### src/rtl/smt_pkg.sv
// shared types and codes for the sorted method table
// no dependencies; smt_ctrl and sorted_method_table_unit refer to it by scoped names
package smt_pkg;

    localparam logic [1:0] FUNC_CLEAR  = 2'd0;
    localparam logic [1:0] FUNC_APPEND = 2'd1;
    localparam logic [1:0] FUNC_INSERT = 2'd2;
    localparam logic [1:0] FUNC_LOOKUP = 2'd3;

    typedef struct packed {
        logic [1:0]  func;
        logic [31:0] key;
        logic [31:0] address_value;
    } in_item_t;

    typedef struct packed {
        logic        found;
        logic [31:0] result_address;
        logic [5:0]  result_index;
        logic [6:0]  entry_count;
        logic        table_full;
    } out_item_t;

    typedef enum logic [1:0] {
        ST_IDLE,
        ST_SCAN,
        ST_SHIFT,
        ST_DONE
    } state_t;

endpackage

### src/rtl/smt_ctrl.sv
// sequencer of the sorted method table: scan, shift, update and result register
// depends on smt_pkg and drives the ports of smt_mem
module smt_ctrl #(
    parameter int DEPTH     = 64,
    parameter int KEY_WIDTH = 32
) (
    input  logic                         clk,
    input  logic                         rst_n,
    input  logic                         req_valid,
    output logic                         req_stall,
    input  smt_pkg::in_item_t            req,
    output logic                         rsp_valid,
    input  logic                         rsp_stall,
    output smt_pkg::out_item_t           rsp,
    output logic                         mem_wr_en,
    output logic [$clog2(DEPTH)-1:0]     mem_wr_addr,
    output logic [KEY_WIDTH+31:0]        mem_wr_data,
    output logic                         mem_rd_en,
    output logic [$clog2(DEPTH)-1:0]     mem_rd_addr,
    input  logic [KEY_WIDTH+31:0]        mem_rd_data,
    output logic [$clog2(DEPTH+1)-1:0]   count
);

    localparam int IDX_W = $clog2(DEPTH);
    localparam int CNT_W = $clog2(DEPTH + 1);
    localparam logic [CNT_W-1:0] FULL_CNT = CNT_W'(DEPTH);
    localparam logic [CNT_W-1:0] ONE_CNT  = CNT_W'(1);

    smt_pkg::state_t state_reg, state_next;

    logic [CNT_W-1:0]     count_reg, count_next;
    logic [1:0]           func_reg, func_next;
    logic [KEY_WIDTH-1:0] key_reg, key_next;
    logic [31:0]          addr_reg, addr_next;
    logic [CNT_W-1:0]     rd_idx_reg, rd_idx_next;
    logic                 cmp_vld_reg, cmp_vld_next;
    logic [IDX_W-1:0]     cmp_idx_reg, cmp_idx_next;
    logic [31:0]          entry0_reg, entry0_next;
    logic [IDX_W-1:0]     sh_rd_reg, sh_rd_next;
    logic [IDX_W-1:0]     sh_wr_reg, sh_wr_next;
    logic                 sh_more_reg, sh_more_next;
    logic                 sh_pend_reg, sh_pend_next;
    logic [CNT_W-1:0]     pos_reg, pos_next;
    logic                 res_found_reg, res_found_next;
    logic [31:0]          res_addr_reg, res_addr_next;
    logic [CNT_W-1:0]     res_idx_reg, res_idx_next;
    logic                 res_full_reg, res_full_next;
    logic                 rsp_valid_reg, rsp_valid_next;
    smt_pkg::out_item_t   rsp_reg, rsp_next;

    logic                 accept;
    logic [KEY_WIDTH-1:0] rd_key;
    logic [31:0]          rd_addr_val;
    logic                 hit;
    logic                 scan_stop;
    logic [CNT_W-1:0]     stop_idx;
    logic                 key_eq;
    logic                 rsp_load;
    logic                 shift_end;

    assign req_stall   = (state_reg != smt_pkg::ST_IDLE);
    assign accept      = req_valid && !req_stall;
    assign rsp_valid   = rsp_valid_reg;
    assign rsp         = rsp_reg;
    assign count       = count_reg;
    assign rd_key      = mem_rd_data[KEY_WIDTH+31:32];
    assign rd_addr_val = mem_rd_data[31:0];
    assign rsp_load    = !rsp_valid_reg || !rsp_stall;
    assign shift_end   = !sh_more_reg && !sh_pend_reg;

    // compare stage of the streaming scan
    always_comb
    begin
        key_eq    = (rd_key == key_reg);
        hit       = 1'b0;
        scan_stop = 1'b0;
        stop_idx  = '0;
        if (count_reg == '0)
        begin
            scan_stop = 1'b1;
        end
        else if (cmp_vld_reg)
        begin
            if (func_reg == smt_pkg::FUNC_INSERT)
            begin
                hit = (rd_key >= key_reg);
            end
            else
            begin
                hit = key_eq;
            end
            if (hit)
            begin
                scan_stop = 1'b1;
                stop_idx  = CNT_W'(cmp_idx_reg);
            end
            else if (CNT_W'(cmp_idx_reg) == count_reg - ONE_CNT)
            begin
                scan_stop = 1'b1;
                stop_idx  = count_reg;
            end
        end
    end

    always_comb
    begin
        state_next = state_reg;
        case (state_reg)
            smt_pkg::ST_IDLE:
            begin
                if (accept)
                begin
                    if (req.func == smt_pkg::FUNC_INSERT || req.func == smt_pkg::FUNC_LOOKUP)
                    begin
                        state_next = smt_pkg::ST_SCAN;
                    end
                    else
                    begin
                        state_next = smt_pkg::ST_DONE;
                    end
                end
            end
            smt_pkg::ST_SCAN:
            begin
                if (scan_stop)
                begin
                    if (func_reg == smt_pkg::FUNC_INSERT && !(hit && key_eq)
                        && count_reg != FULL_CNT)
                    begin
                        state_next = smt_pkg::ST_SHIFT;
                    end
                    else
                    begin
                        state_next = smt_pkg::ST_DONE;
                    end
                end
            end
            smt_pkg::ST_SHIFT:
            begin
                if (shift_end)
                begin
                    state_next = smt_pkg::ST_DONE;
                end
            end
            smt_pkg::ST_DONE:
            begin
                if (rsp_load)
                begin
                    state_next = smt_pkg::ST_IDLE;
                end
            end
            default:
            begin
                state_next = smt_pkg::ST_IDLE;
            end
        endcase
    end

    always_comb
    begin
        count_next     = count_reg;
        func_next      = func_reg;
        key_next       = key_reg;
        addr_next      = addr_reg;
        rd_idx_next    = rd_idx_reg;
        cmp_vld_next   = 1'b0;
        cmp_idx_next   = cmp_idx_reg;
        entry0_next    = entry0_reg;
        sh_rd_next     = sh_rd_reg;
        sh_wr_next     = sh_wr_reg;
        sh_more_next   = sh_more_reg;
        sh_pend_next   = 1'b0;
        pos_next       = pos_reg;
        res_found_next = res_found_reg;
        res_addr_next  = res_addr_reg;
        res_idx_next   = res_idx_reg;
        res_full_next  = res_full_reg;
        rsp_valid_next = rsp_valid_reg && rsp_stall;
        rsp_next       = rsp_reg;
        mem_wr_en      = 1'b0;
        mem_wr_addr    = '0;
        mem_wr_data    = {key_reg, addr_reg};
        mem_rd_en      = 1'b0;
        mem_rd_addr    = '0;
        case (state_reg)
            smt_pkg::ST_IDLE:
            begin
                if (accept)
                begin
                    func_next      = req.func;
                    key_next       = KEY_WIDTH'(req.key);
                    addr_next      = req.address_value;
                    rd_idx_next    = '0;
                    res_found_next = 1'b0;
                    res_addr_next  = '0;
                    res_idx_next   = '0;
                    res_full_next  = 1'b0;
                    case (req.func)
                        smt_pkg::FUNC_CLEAR:
                        begin
                            count_next = '0;
                        end
                        smt_pkg::FUNC_APPEND:
                        begin
                            res_idx_next = count_reg;
                            if (count_reg == FULL_CNT)
                            begin
                                res_full_next = 1'b1;
                            end
                            else
                            begin
                                mem_wr_en   = 1'b1;
                                mem_wr_addr = count_reg[IDX_W-1:0];
                                mem_wr_data = {KEY_WIDTH'(req.key), req.address_value};
                                count_next  = count_reg + ONE_CNT;
                            end
                        end
                        default:
                        begin
                        end
                    endcase
                end
            end
            smt_pkg::ST_SCAN:
            begin
                if (cmp_vld_reg && cmp_idx_reg == '0)
                begin
                    entry0_next = rd_addr_val;
                end
                // keep one read in flight ahead of the compare
                if (!scan_stop && rd_idx_reg < count_reg)
                begin
                    mem_rd_en    = 1'b1;
                    mem_rd_addr  = rd_idx_reg[IDX_W-1:0];
                    cmp_vld_next = 1'b1;
                    cmp_idx_next = rd_idx_reg[IDX_W-1:0];
                    rd_idx_next  = rd_idx_reg + ONE_CNT;
                end
                if (scan_stop)
                begin
                    if (func_reg == smt_pkg::FUNC_INSERT)
                    begin
                        res_idx_next = stop_idx;
                        if (hit && key_eq)
                        begin
                            mem_wr_en      = 1'b1;
                            mem_wr_addr    = stop_idx[IDX_W-1:0];
                            res_found_next = 1'b1;
                        end
                        else if (count_reg == FULL_CNT)
                        begin
                            res_full_next = 1'b1;
                        end
                        else
                        begin
                            pos_next     = stop_idx;
                            sh_rd_next   = IDX_W'(count_reg - ONE_CNT);
                            sh_more_next = (stop_idx < count_reg);
                        end
                    end
                    else
                    begin
                        if (hit)
                        begin
                            res_found_next = 1'b1;
                            res_addr_next  = rd_addr_val;
                            res_idx_next   = stop_idx;
                        end
                        else if (count_reg != '0)
                        begin
                            // miss falls back to the first entry
                            res_addr_next = (cmp_idx_reg == '0) ? rd_addr_val : entry0_reg;
                        end
                    end
                end
            end
            smt_pkg::ST_SHIFT:
            begin
                // move entries up one slot, top entry first
                if (sh_pend_reg)
                begin
                    mem_wr_en   = 1'b1;
                    mem_wr_addr = sh_wr_reg;
                    mem_wr_data = mem_rd_data;
                end
                if (sh_more_reg)
                begin
                    mem_rd_en    = 1'b1;
                    mem_rd_addr  = sh_rd_reg;
                    sh_wr_next   = sh_rd_reg + 1'b1;
                    sh_pend_next = 1'b1;
                    if (CNT_W'(sh_rd_reg) == pos_reg)
                    begin
                        sh_more_next = 1'b0;
                    end
                    else
                    begin
                        sh_rd_next = sh_rd_reg - 1'b1;
                    end
                end
                if (shift_end)
                begin
                    mem_wr_en   = 1'b1;
                    mem_wr_addr = pos_reg[IDX_W-1:0];
                    count_next  = count_reg + ONE_CNT;
                end
            end
            smt_pkg::ST_DONE:
            begin
                if (rsp_load)
                begin
                    rsp_valid_next         = 1'b1;
                    rsp_next.found          = res_found_reg;
                    rsp_next.result_address = res_addr_reg;
                    rsp_next.result_index   = 6'(res_idx_reg);
                    rsp_next.entry_count    = 7'(count_reg);
                    rsp_next.table_full     = res_full_reg;
                end
            end
            default:
            begin
            end
        endcase
    end

    always_ff @(posedge clk or negedge rst_n)
    begin
        if (!rst_n)
        begin
            state_reg     <= smt_pkg::ST_IDLE;
            count_reg     <= '0;
            cmp_vld_reg   <= 1'b0;
            sh_more_reg   <= 1'b0;
            sh_pend_reg   <= 1'b0;
            rsp_valid_reg <= 1'b0;
        end
        else
        begin
            state_reg     <= state_next;
            count_reg     <= count_next;
            cmp_vld_reg   <= cmp_vld_next;
            sh_more_reg   <= sh_more_next;
            sh_pend_reg   <= sh_pend_next;
            rsp_valid_reg <= rsp_valid_next;
        end
    end

    always_ff @(posedge clk)
    begin
        func_reg      <= func_next;
        key_reg       <= key_next;
        addr_reg      <= addr_next;
        rd_idx_reg    <= rd_idx_next;
        cmp_idx_reg   <= cmp_idx_next;
        entry0_reg    <= entry0_next;
        sh_rd_reg     <= sh_rd_next;
        sh_wr_reg     <= sh_wr_next;
        pos_reg       <= pos_next;
        res_found_reg <= res_found_next;
        res_addr_reg  <= res_addr_next;
        res_idx_reg   <= res_idx_next;
        res_full_reg  <= res_full_next;
        rsp_reg       <= rsp_next;
    end

endmodule

### config.mk
export PLATFORM = sky130hd
export DESIGN_NAME = smt_ctrl
export DESIGN_NICKNAME = d
export VERILOG_FILES = /design/src/rtl/smt_pkg.sv /design/src/rtl/smt_ctrl.sv
export SDC_FILE = /design/constraint.sdc
export NUM_CORES = 1
export LEC_CHECK = 0
export BUFFER_PORTS_ARGS = -buffer_cell sky130_fd_sc_hd__buf_2
export CAP_MARGIN = 0
export CORE_MARGIN = 2
export CORE_UTILIZATION = 28
export DETAILED_ROUTE_END_ITERATION = 8
export SLEW_MARGIN = 20
export SYNTH_ARGS = -nofsm -noshare
export SYNTH_HDL_FRONTEND = slang
export SYNTH_SLANG_ARGS = --single-unit
### constraint.sdc
create_clock -name clk -period 12.5 [get_ports clk]
set_input_delay 1.875 -clock clk [delete_from_list [all_inputs] [get_ports clk]]
set_output_delay 1.875 -clock clk [all_outputs]
set_load 0.03 [all_outputs]
After elaboration in Yosys (flattened, before gate mapping)
Index checks and enable logic that the tools add are counted.

Register bits after elaboration: 230. Latch bits: 0. Memory bits (writable): 0. ROM bits: 0. Bits of input ports: 134. Output and inout bits: 134. Memories kept: 0.

Add/sub/neg operators: 5. Multiply operators: 0. Div/mod/pow operators: 0. Order comparisons: 3. Equality and inequality tests: 29. Shifts and indexed selects: 0. Mux-type cells: 102. Bitwise gates (word level): 2. Reductions and logical operators: 41.

Operator list (count): 64-bit 2-to-1 mux (4); 32-bit 2-to-1 mux (6); 64-bit one-hot mux with 2 select lines (1); 6-bit 2-to-1 mux (21); 32-bit one-hot mux with 2 select lines (1); 7-bit 2-to-1 mux (9); 1-bit 2-to-1 mux (42); 7-bit one-hot mux with 2 select lines (3); 6-bit one-hot mux with 2 select lines (3); 32-bit equality test (1); 32-bit greater-or-equal comparator (1); 5-bit AND reduction (5); 2-bit inequality test (second input constant) (12); 6-bit one-hot mux with 3 select lines (1); 7-bit by 1-bit adder with 7-bit output (second input constant) (2); 6-bit by 7-bit equality test with 1-bit output (2); 7-bit less-than comparator (2); 3-bit inequality test (second input constant) (4); 2-bit equality test (second input constant) (5); 2-bit 2-to-1 mux (5); 2-bit AND reduction (5); 1-bit logical AND (8); 1-bit one-hot mux with 2 select lines (4); 2-bit one-hot mux with 4 select lines (1); 20 further kinds (34).

Depth between registers and ports, before layout
Depth in word-level cells: 13. Mapped depth: 18. Depth with buffers taken out: 16.

Worst setup path before layout
OpenSTA, ideal clock, no wires.

Kind: input to output. Start: input port mem_rd_data[47]. End: output port mem_rd_addr[0]. Arrival time: 4305 ps. Data required time: 10625 ps. Slack: 6320 ps. Stages on the path: 9. Buffers on the path: 0. Cells stage by stage: ha_1 -> nand4_1 -> nor3_1 -> a21boi_0 -> o311a_1 -> o31a_4 -> nor3_4 -> a22oi_1 -> nor2b_1.

Longest elaborated chain between the ends: 11.

Ends and longest elaborated chain: start: declaration (line smt_ctrl.sv:20) `input logic [KEY_WIDTH+31:0] mem_rd_data,`; 32-bit greater-or-equal comparator or 32-bit equality test (tied branches) (line smt_ctrl.sv:86, smt_ctrl.sv:74); 1-bit 2-to-1 mux * (line smt_ctrl.sv:84) `if (func_reg == smt_pkg::FUNC_INSERT)`; 1-bit 2-to-1 mux * (line smt_ctrl.sv:82) `else if (cmp_vld_reg)`; 1-bit 2-to-1 mux * (line smt_ctrl.sv:78) `if (count_reg == '0)`; 1-bit 2-to-1 mux * (line smt_ctrl.sv:92) `if (hit)`; 1-bit 2-to-1 mux * (line smt_ctrl.sv:82); 1-bit 2-to-1 mux * (line smt_ctrl.sv:78); 1-bit logical NOT * (line smt_ctrl.sv:231) `if (!scan_stop && rd_idx_reg < count_reg)`; 1-bit logical AND * (line smt_ctrl.sv:231); 6-bit 2-to-1 mux * (line smt_ctrl.sv:231); 6-bit one-hot mux with 2 select lines * (line smt_ctrl.sv:185) `case (state_reg)`; end: declaration (line smt_ctrl.sv:19) `output logic [$clog2(DEPTH)-1:0] mem_rd_addr,`.

Mark *: on every way between the ends. The rest lies on a longest branch, timed or not. The select of a mux whose other input is x is not followed.

Worst setup path in the final report
Start: input port mem_rd_data[63]. End: output port mem_wr_addr[0].

Longest elaborated chain between the ends: 11.

Ends and longest elaborated chain: 32-bit greater-or-equal comparator or 32-bit equality test (tied branches) (line smt_ctrl.sv:86, smt_ctrl.sv:74); 1-bit 2-to-1 mux * (line smt_ctrl.sv:84); 1-bit 2-to-1 mux * (line smt_ctrl.sv:82); 1-bit 2-to-1 mux * (line smt_ctrl.sv:78); 7-bit 2-to-1 mux * (line smt_ctrl.sv:92); 7-bit 2-to-1 mux * (line smt_ctrl.sv:82); 7-bit 2-to-1 mux * (line smt_ctrl.sv:78); via stop_idx[0] (line smt_ctrl.sv:56) `logic [CNT_W-1:0] stop_idx;`; 6-bit 2-to-1 mux * (line smt_ctrl.sv:244) `if (hit && key_eq)`; 6-bit 2-to-1 mux * (line smt_ctrl.sv:241) `if (func_reg == smt_pkg::FUNC_INSERT)`; 6-bit 2-to-1 mux * (line smt_ctrl.sv:239) `if (scan_stop)`; 6-bit one-hot mux with 3 select lines * (line smt_ctrl.sv:185); end: declaration (line smt_ctrl.sv:16) `output logic [$clog2(DEPTH)-1:0] mem_wr_addr,`.

Mark *: on every way through the listed nets, which the timed path passes. The rest lies on a longest branch. The select of a mux whose other input is x is not followed.

==> results <==
- The yosys synthesis warning count is 0.
- The count of cells resized by post-cts repair is 0.
- By instance count, the leading cell after synthesis is sky130_fd_sc_hd__edfxtp_1.
- After detailed routing, the average wire length per cell comes to about 19 microns.
- The routed layout has 8649 vias.
- The worst-margin pin slew is 0.997 ns.
- The final non-filler cell area is 0.0143 sq mm.
- After clock tree synthesis, the flow added hold-fix buffers numbering 0.
- TritonCTS built the clock tree.
- The vertical die dimension is ~210 microns.
- The initialized floorplan defines 74 standard-cell rows.
- The number of hold-slack violations in the final timing report was 0.
- The port buffer count is 267.
- The clock buffer count from CTS is 27.
- The sequential element share of the synthesized area is 59.4%.
- In this run, the combinational gates consume 5.5% of the power.
- Max-cap violations in this run came to 0.
- Cells with a size suffix above 1 make up 31.3% of the layout.
- The setup path with the least slack is of type primary input to output pin.
- On the final layout, the worst hold slack is 0.414 ns.
- Summed over all cells, the static leakage comes to 5.89 nW.
- Of the total power, the share spent switching nets is 22.3%.
- 268 I/O pins were placed.
- Dividing the detail-routed via count by the number of cells gives ~5.
- The floorplan die width is 207 microns.
- In this run the deepest clock path goes through 3 buffers.
- The number of max-slew violations in the final report is 0.
- The peak ir drop on the vdd network is 0.0000875 V.
- After synthesis, the most frequently instantiated cells are sky130_fd_sc_hd__edfxtp_1, sky130_fd_sc_hd__inv_1, sky130_fd_sc_hd__a222oi_1, sky130_fd_sc_hd__nor2_1, sky130_fd_sc_hd__ha_1.
- CTS built an H-tree with a depth of 1.
- The post-route DRC violation count is 0.
- The area of the die is about 0.043 sq mm.
- The power density over cell area is 118 mW/mm^2.
- The wire length reported by the detailed router is 33300 microns.
- Routability-driven placement finished with a final weighted congestion of 0.878.
- The critical path required time is ~11 ns.
- The area of the core region is 0.0407 sq mm.
- The global-route wire length before repair is roughly 50000 microns.
- The largest total area in the synthesized netlist belongs to sky130_fd_sc_hd__edfxtp_1.
- The share of async-settable or async-resettable flops after synthesis is 5.65%.
- The maximum number of pins on one net before global-route repair is 67.
- The total overflow reported by the global router is 0.
- Summing all placed instances gives a cell area of about 0.013 sq mm.
- The clock input transition at the sequential cells of the worst setup and hold paths is 0.06 ns.
- The worst hold-check path type is register to register.
- The sink count of the clock tree is 230.
- The synthesized design contains 230 register bits.
- The clock arrives with 0.00945 ns of skew.
- Synthesis produced a netlist whose cell count is 917.
- The post-synthesis average cell area is 12.6 sq um.
- The initial core utilization is 28.3%.
- The highest fanout seen on the critical path is 9.
- The cell sitting at the root of the clock tree is a sky130_fd_sc_hd__clkbuf_16.
- The final setup violation count is 0.
- The net count after synthesis is 1105.
- The via count of the first global-routing pass is 8498.
- For this run, the top clock speed supported by timing is 0.147 GHz.
- The normalized max-slew margin is around 34%.
- For this run, the total global-route usage over all layers was measured as approximately 15%.
- The proportion of netlist area held by the largest area contributor is 56.6%.
- The endpoint class of the critical path is an output pin.
- Counting instances, the worst hold path has a depth of 0.
- Data on the critical path arrives at its endpoint at 4.95 ns.
- The first detailed-routing pass took 7 iterations.
- For this run, the leading register cell type out of synthesis is sky130_fd_sc_hd__edfxtp_1.
- The remaining antenna violation count after routing is 0.
- For this design the total switching power over the nets is ~0.38 mW.
- Ranked by total cell area, the synthesized netlist is headed by sky130_fd_sc_hd__edfxtp_1, sky130_fd_sc_hd__ha_1, sky130_fd_sc_hd__a222oi_1.
- The flow ran to the end, and the final reports show no timing, DRC or antenna violations.
- The setup TNS is 0 ns.
- The number of synthesized flops with an enable pin is 217.
- The minimum period implied by the final worst setup slack is 6.82 ns.
- The part of the power in registers is between 40 and 50%.
- In this run the post-CTS setup repair buffer count came out at 0.
- The worst register-to-register path has a depth of 15.
- The DRC violation total after the first TritonRoute iteration is 665.
- The share of the clock period used by the worst path after layout is 54.6%.
- The HPWL reported at the end of detailed placement is 23300 microns.
- The area overhead of the layout relative to synthesis is 24.3%.
- The summed instance area of the synthesized netlist is roughly 0.012 sq mm.
- The startpoint type of the worst setup path is a primary input.
- Setup repair after global routing left no endpoint under its margin.
- In the final design database the tool counted approximately 1400 nets.
- The count of distinct cell types in the synthesized netlist is 59.
- At the later pin of the worst-skew pair, clock insertion delay measures 0.56 ns.
- The flip-flop count of the largest register after layout is 47.
- The number of antenna violations at the first check in global routing is 5.
- The total of fill cells in the finished design is 4046.
- The internal cell power is 1.32 mW.
- Summing internal, switching and leakage power gives 1.69 mW.
- The part of the power in the clock network is approximately 45%.
cell families (layout without fill, tap and decap cells):
kind of cell / Yosys count / count (layout) / synth area share [%]
xor+xnor: 27 / 27 / 2.17
simple gates: 178 / 178 / 7.52
other cells: 0 / 3 / 0
fa+ha+maj: 54 / 54 / 5.87
compound gates: 190 / 190 / 12.6
mux: 73 / 73 / 6.76
flops: 230 / 230 / 59.4
buf+inv: 165 / 440 / 5.67
power by group through the flow:
stage | Combinational, mW | Sequential (mW) | Clock, mW
global route | 0.101 | 0.835 | 0.826
CTS | 0.0939 | 0.836 | 0.791
detailed placement | 0.0932 | 0.852 | 0
global placement | 0.0918 | 0.852 | 0
floorplan | 0.0453 | 0.852 | 0
finish | 0.0934 | 0.836 | 0.766
cells in the final DEF (no fill, tap or decap), types with 6 or more instances in the layout:
master / synthesis / routed
sky130_fd_sc_hd__inv_1: 113 / 111
sky130_fd_sc_hd__a22o_1: 6 / 6
sky130_fd_sc_hd__a222oi_1: 64 / 64
sky130_fd_sc_hd__mux2i_1: 37 / 37
sky130_fd_sc_hd__nand3_1: 19 / 19
sky130_fd_sc_hd__nand2_1: 36 / 36
sky130_fd_sc_hd__nor2_1: 60 / 58
sky130_fd_sc_hd__clkbuf_16: 0 / 27
sky130_fd_sc_hd__buf_4: 3 / 11
sky130_fd_sc_hd__nor3_1: 10 / 9
sky130_fd_sc_hd__clkinv_2: 0 / 8
sky130_fd_sc_hd__o22ai_1: 6 / 6
sky130_fd_sc_hd__o21ai_0: 22 / 22
sky130_fd_sc_hd__nand2b_1: 7 / 7
sky130_fd_sc_hd__buf_2: 5 / 267
sky130_fd_sc_hd__xnor2_1: 9 / 9
sky130_fd_sc_hd__ha_1: 54 / 53
sky130_fd_sc_hd__edfxtp_1: 217 / 217
sky130_fd_sc_hd__dfrtp_1: 13 / 13
sky130_fd_sc_hd__mux2_2: 35 / 35
sky130_fd_sc_hd__a21oi_1: 40 / 39
sky130_fd_sc_hd__nand4_1: 9 / 9
sky130_fd_sc_hd__xor2_1: 17 / 17
sky130_fd_sc_hd__nor2b_1: 13 / 13
sky130_fd_sc_hd__a22oi_1: 18 / 18
cell type report:
type | instances | area, sq um | area share (%)
repair buffers | 279 | 1450 | 10.1
diodes | 3 | 7.51 | 0.0524
clock buffers | 32 | 704 | 4.92
well taps | 532 | 666 | 4.65
clock inverters | 16 | 151 | 1.06
flip-flops and latches | 230 | 6840 | 47.8
inverters | 113 | 425 | 2.97
multi-input cells | 522 | 4080 | 28.5
per-stage QoR:
stage	utilization, %	cells	worst slack [ns]
after global routing	35.1	1726	5.53
after global placement	33.0	1675	5.71
after floorplan	-	917	6.32
after CTS	35.1	1723	5.66
final	35.2	1727	5.68
after detailed placement	33.0	1675	5.67
metal layers:
metal | vias to the layer above | track usage (%) | share of wire (%)
met5 | - | 0 | 0.039
met4 | 2 | 4.36 | 2.2
met3 | 49 | 2.75 | 7.7
met2 | 368 | 25.8 | 47
met1 | 4219 | 20.0 | 43
li1 | 4011 | - | -
path summary, 6_finish.rpt:
path | from | endpoint | slack (ns)
worst min-delay path | res_addr_reg[3] | rsp[17] | 0.41
min in group asynchronous | rst_n | count[4] | 1.25
max in group asynchronous | rst_n | count[6] | 10.95
worst max register to register | count[0] | sh_more_reg | 8.31
worst min register to register | res_addr_reg[3] | rsp[17] | 0.41
worst max-delay path | mem_rd_data[63] | mem_wr_addr[0] | 5.68
worst max-delay path, cell delays in order:
cell and delay (ns):
sky130_fd_sc_hd__buf_2 0.11, sky130_fd_sc_hd__ha_1 0.31, sky130_fd_sc_hd__nand4_1 0.16, sky130_fd_sc_hd__nor4_1 0.61, sky130_fd_sc_hd__nand3_1 0.31, sky130_fd_sc_hd__o211ai_1 0.33, sky130_fd_sc_hd__or2_2 0.34, sky130_fd_sc_hd__mux2i_2 0.39
sky130_fd_sc_hd__nand2_1 0.08, sky130_fd_sc_hd__a21oi_1 0.19, sky130_fd_sc_hd__buf_2 0.22
Power figures use the tool's default switching activity.
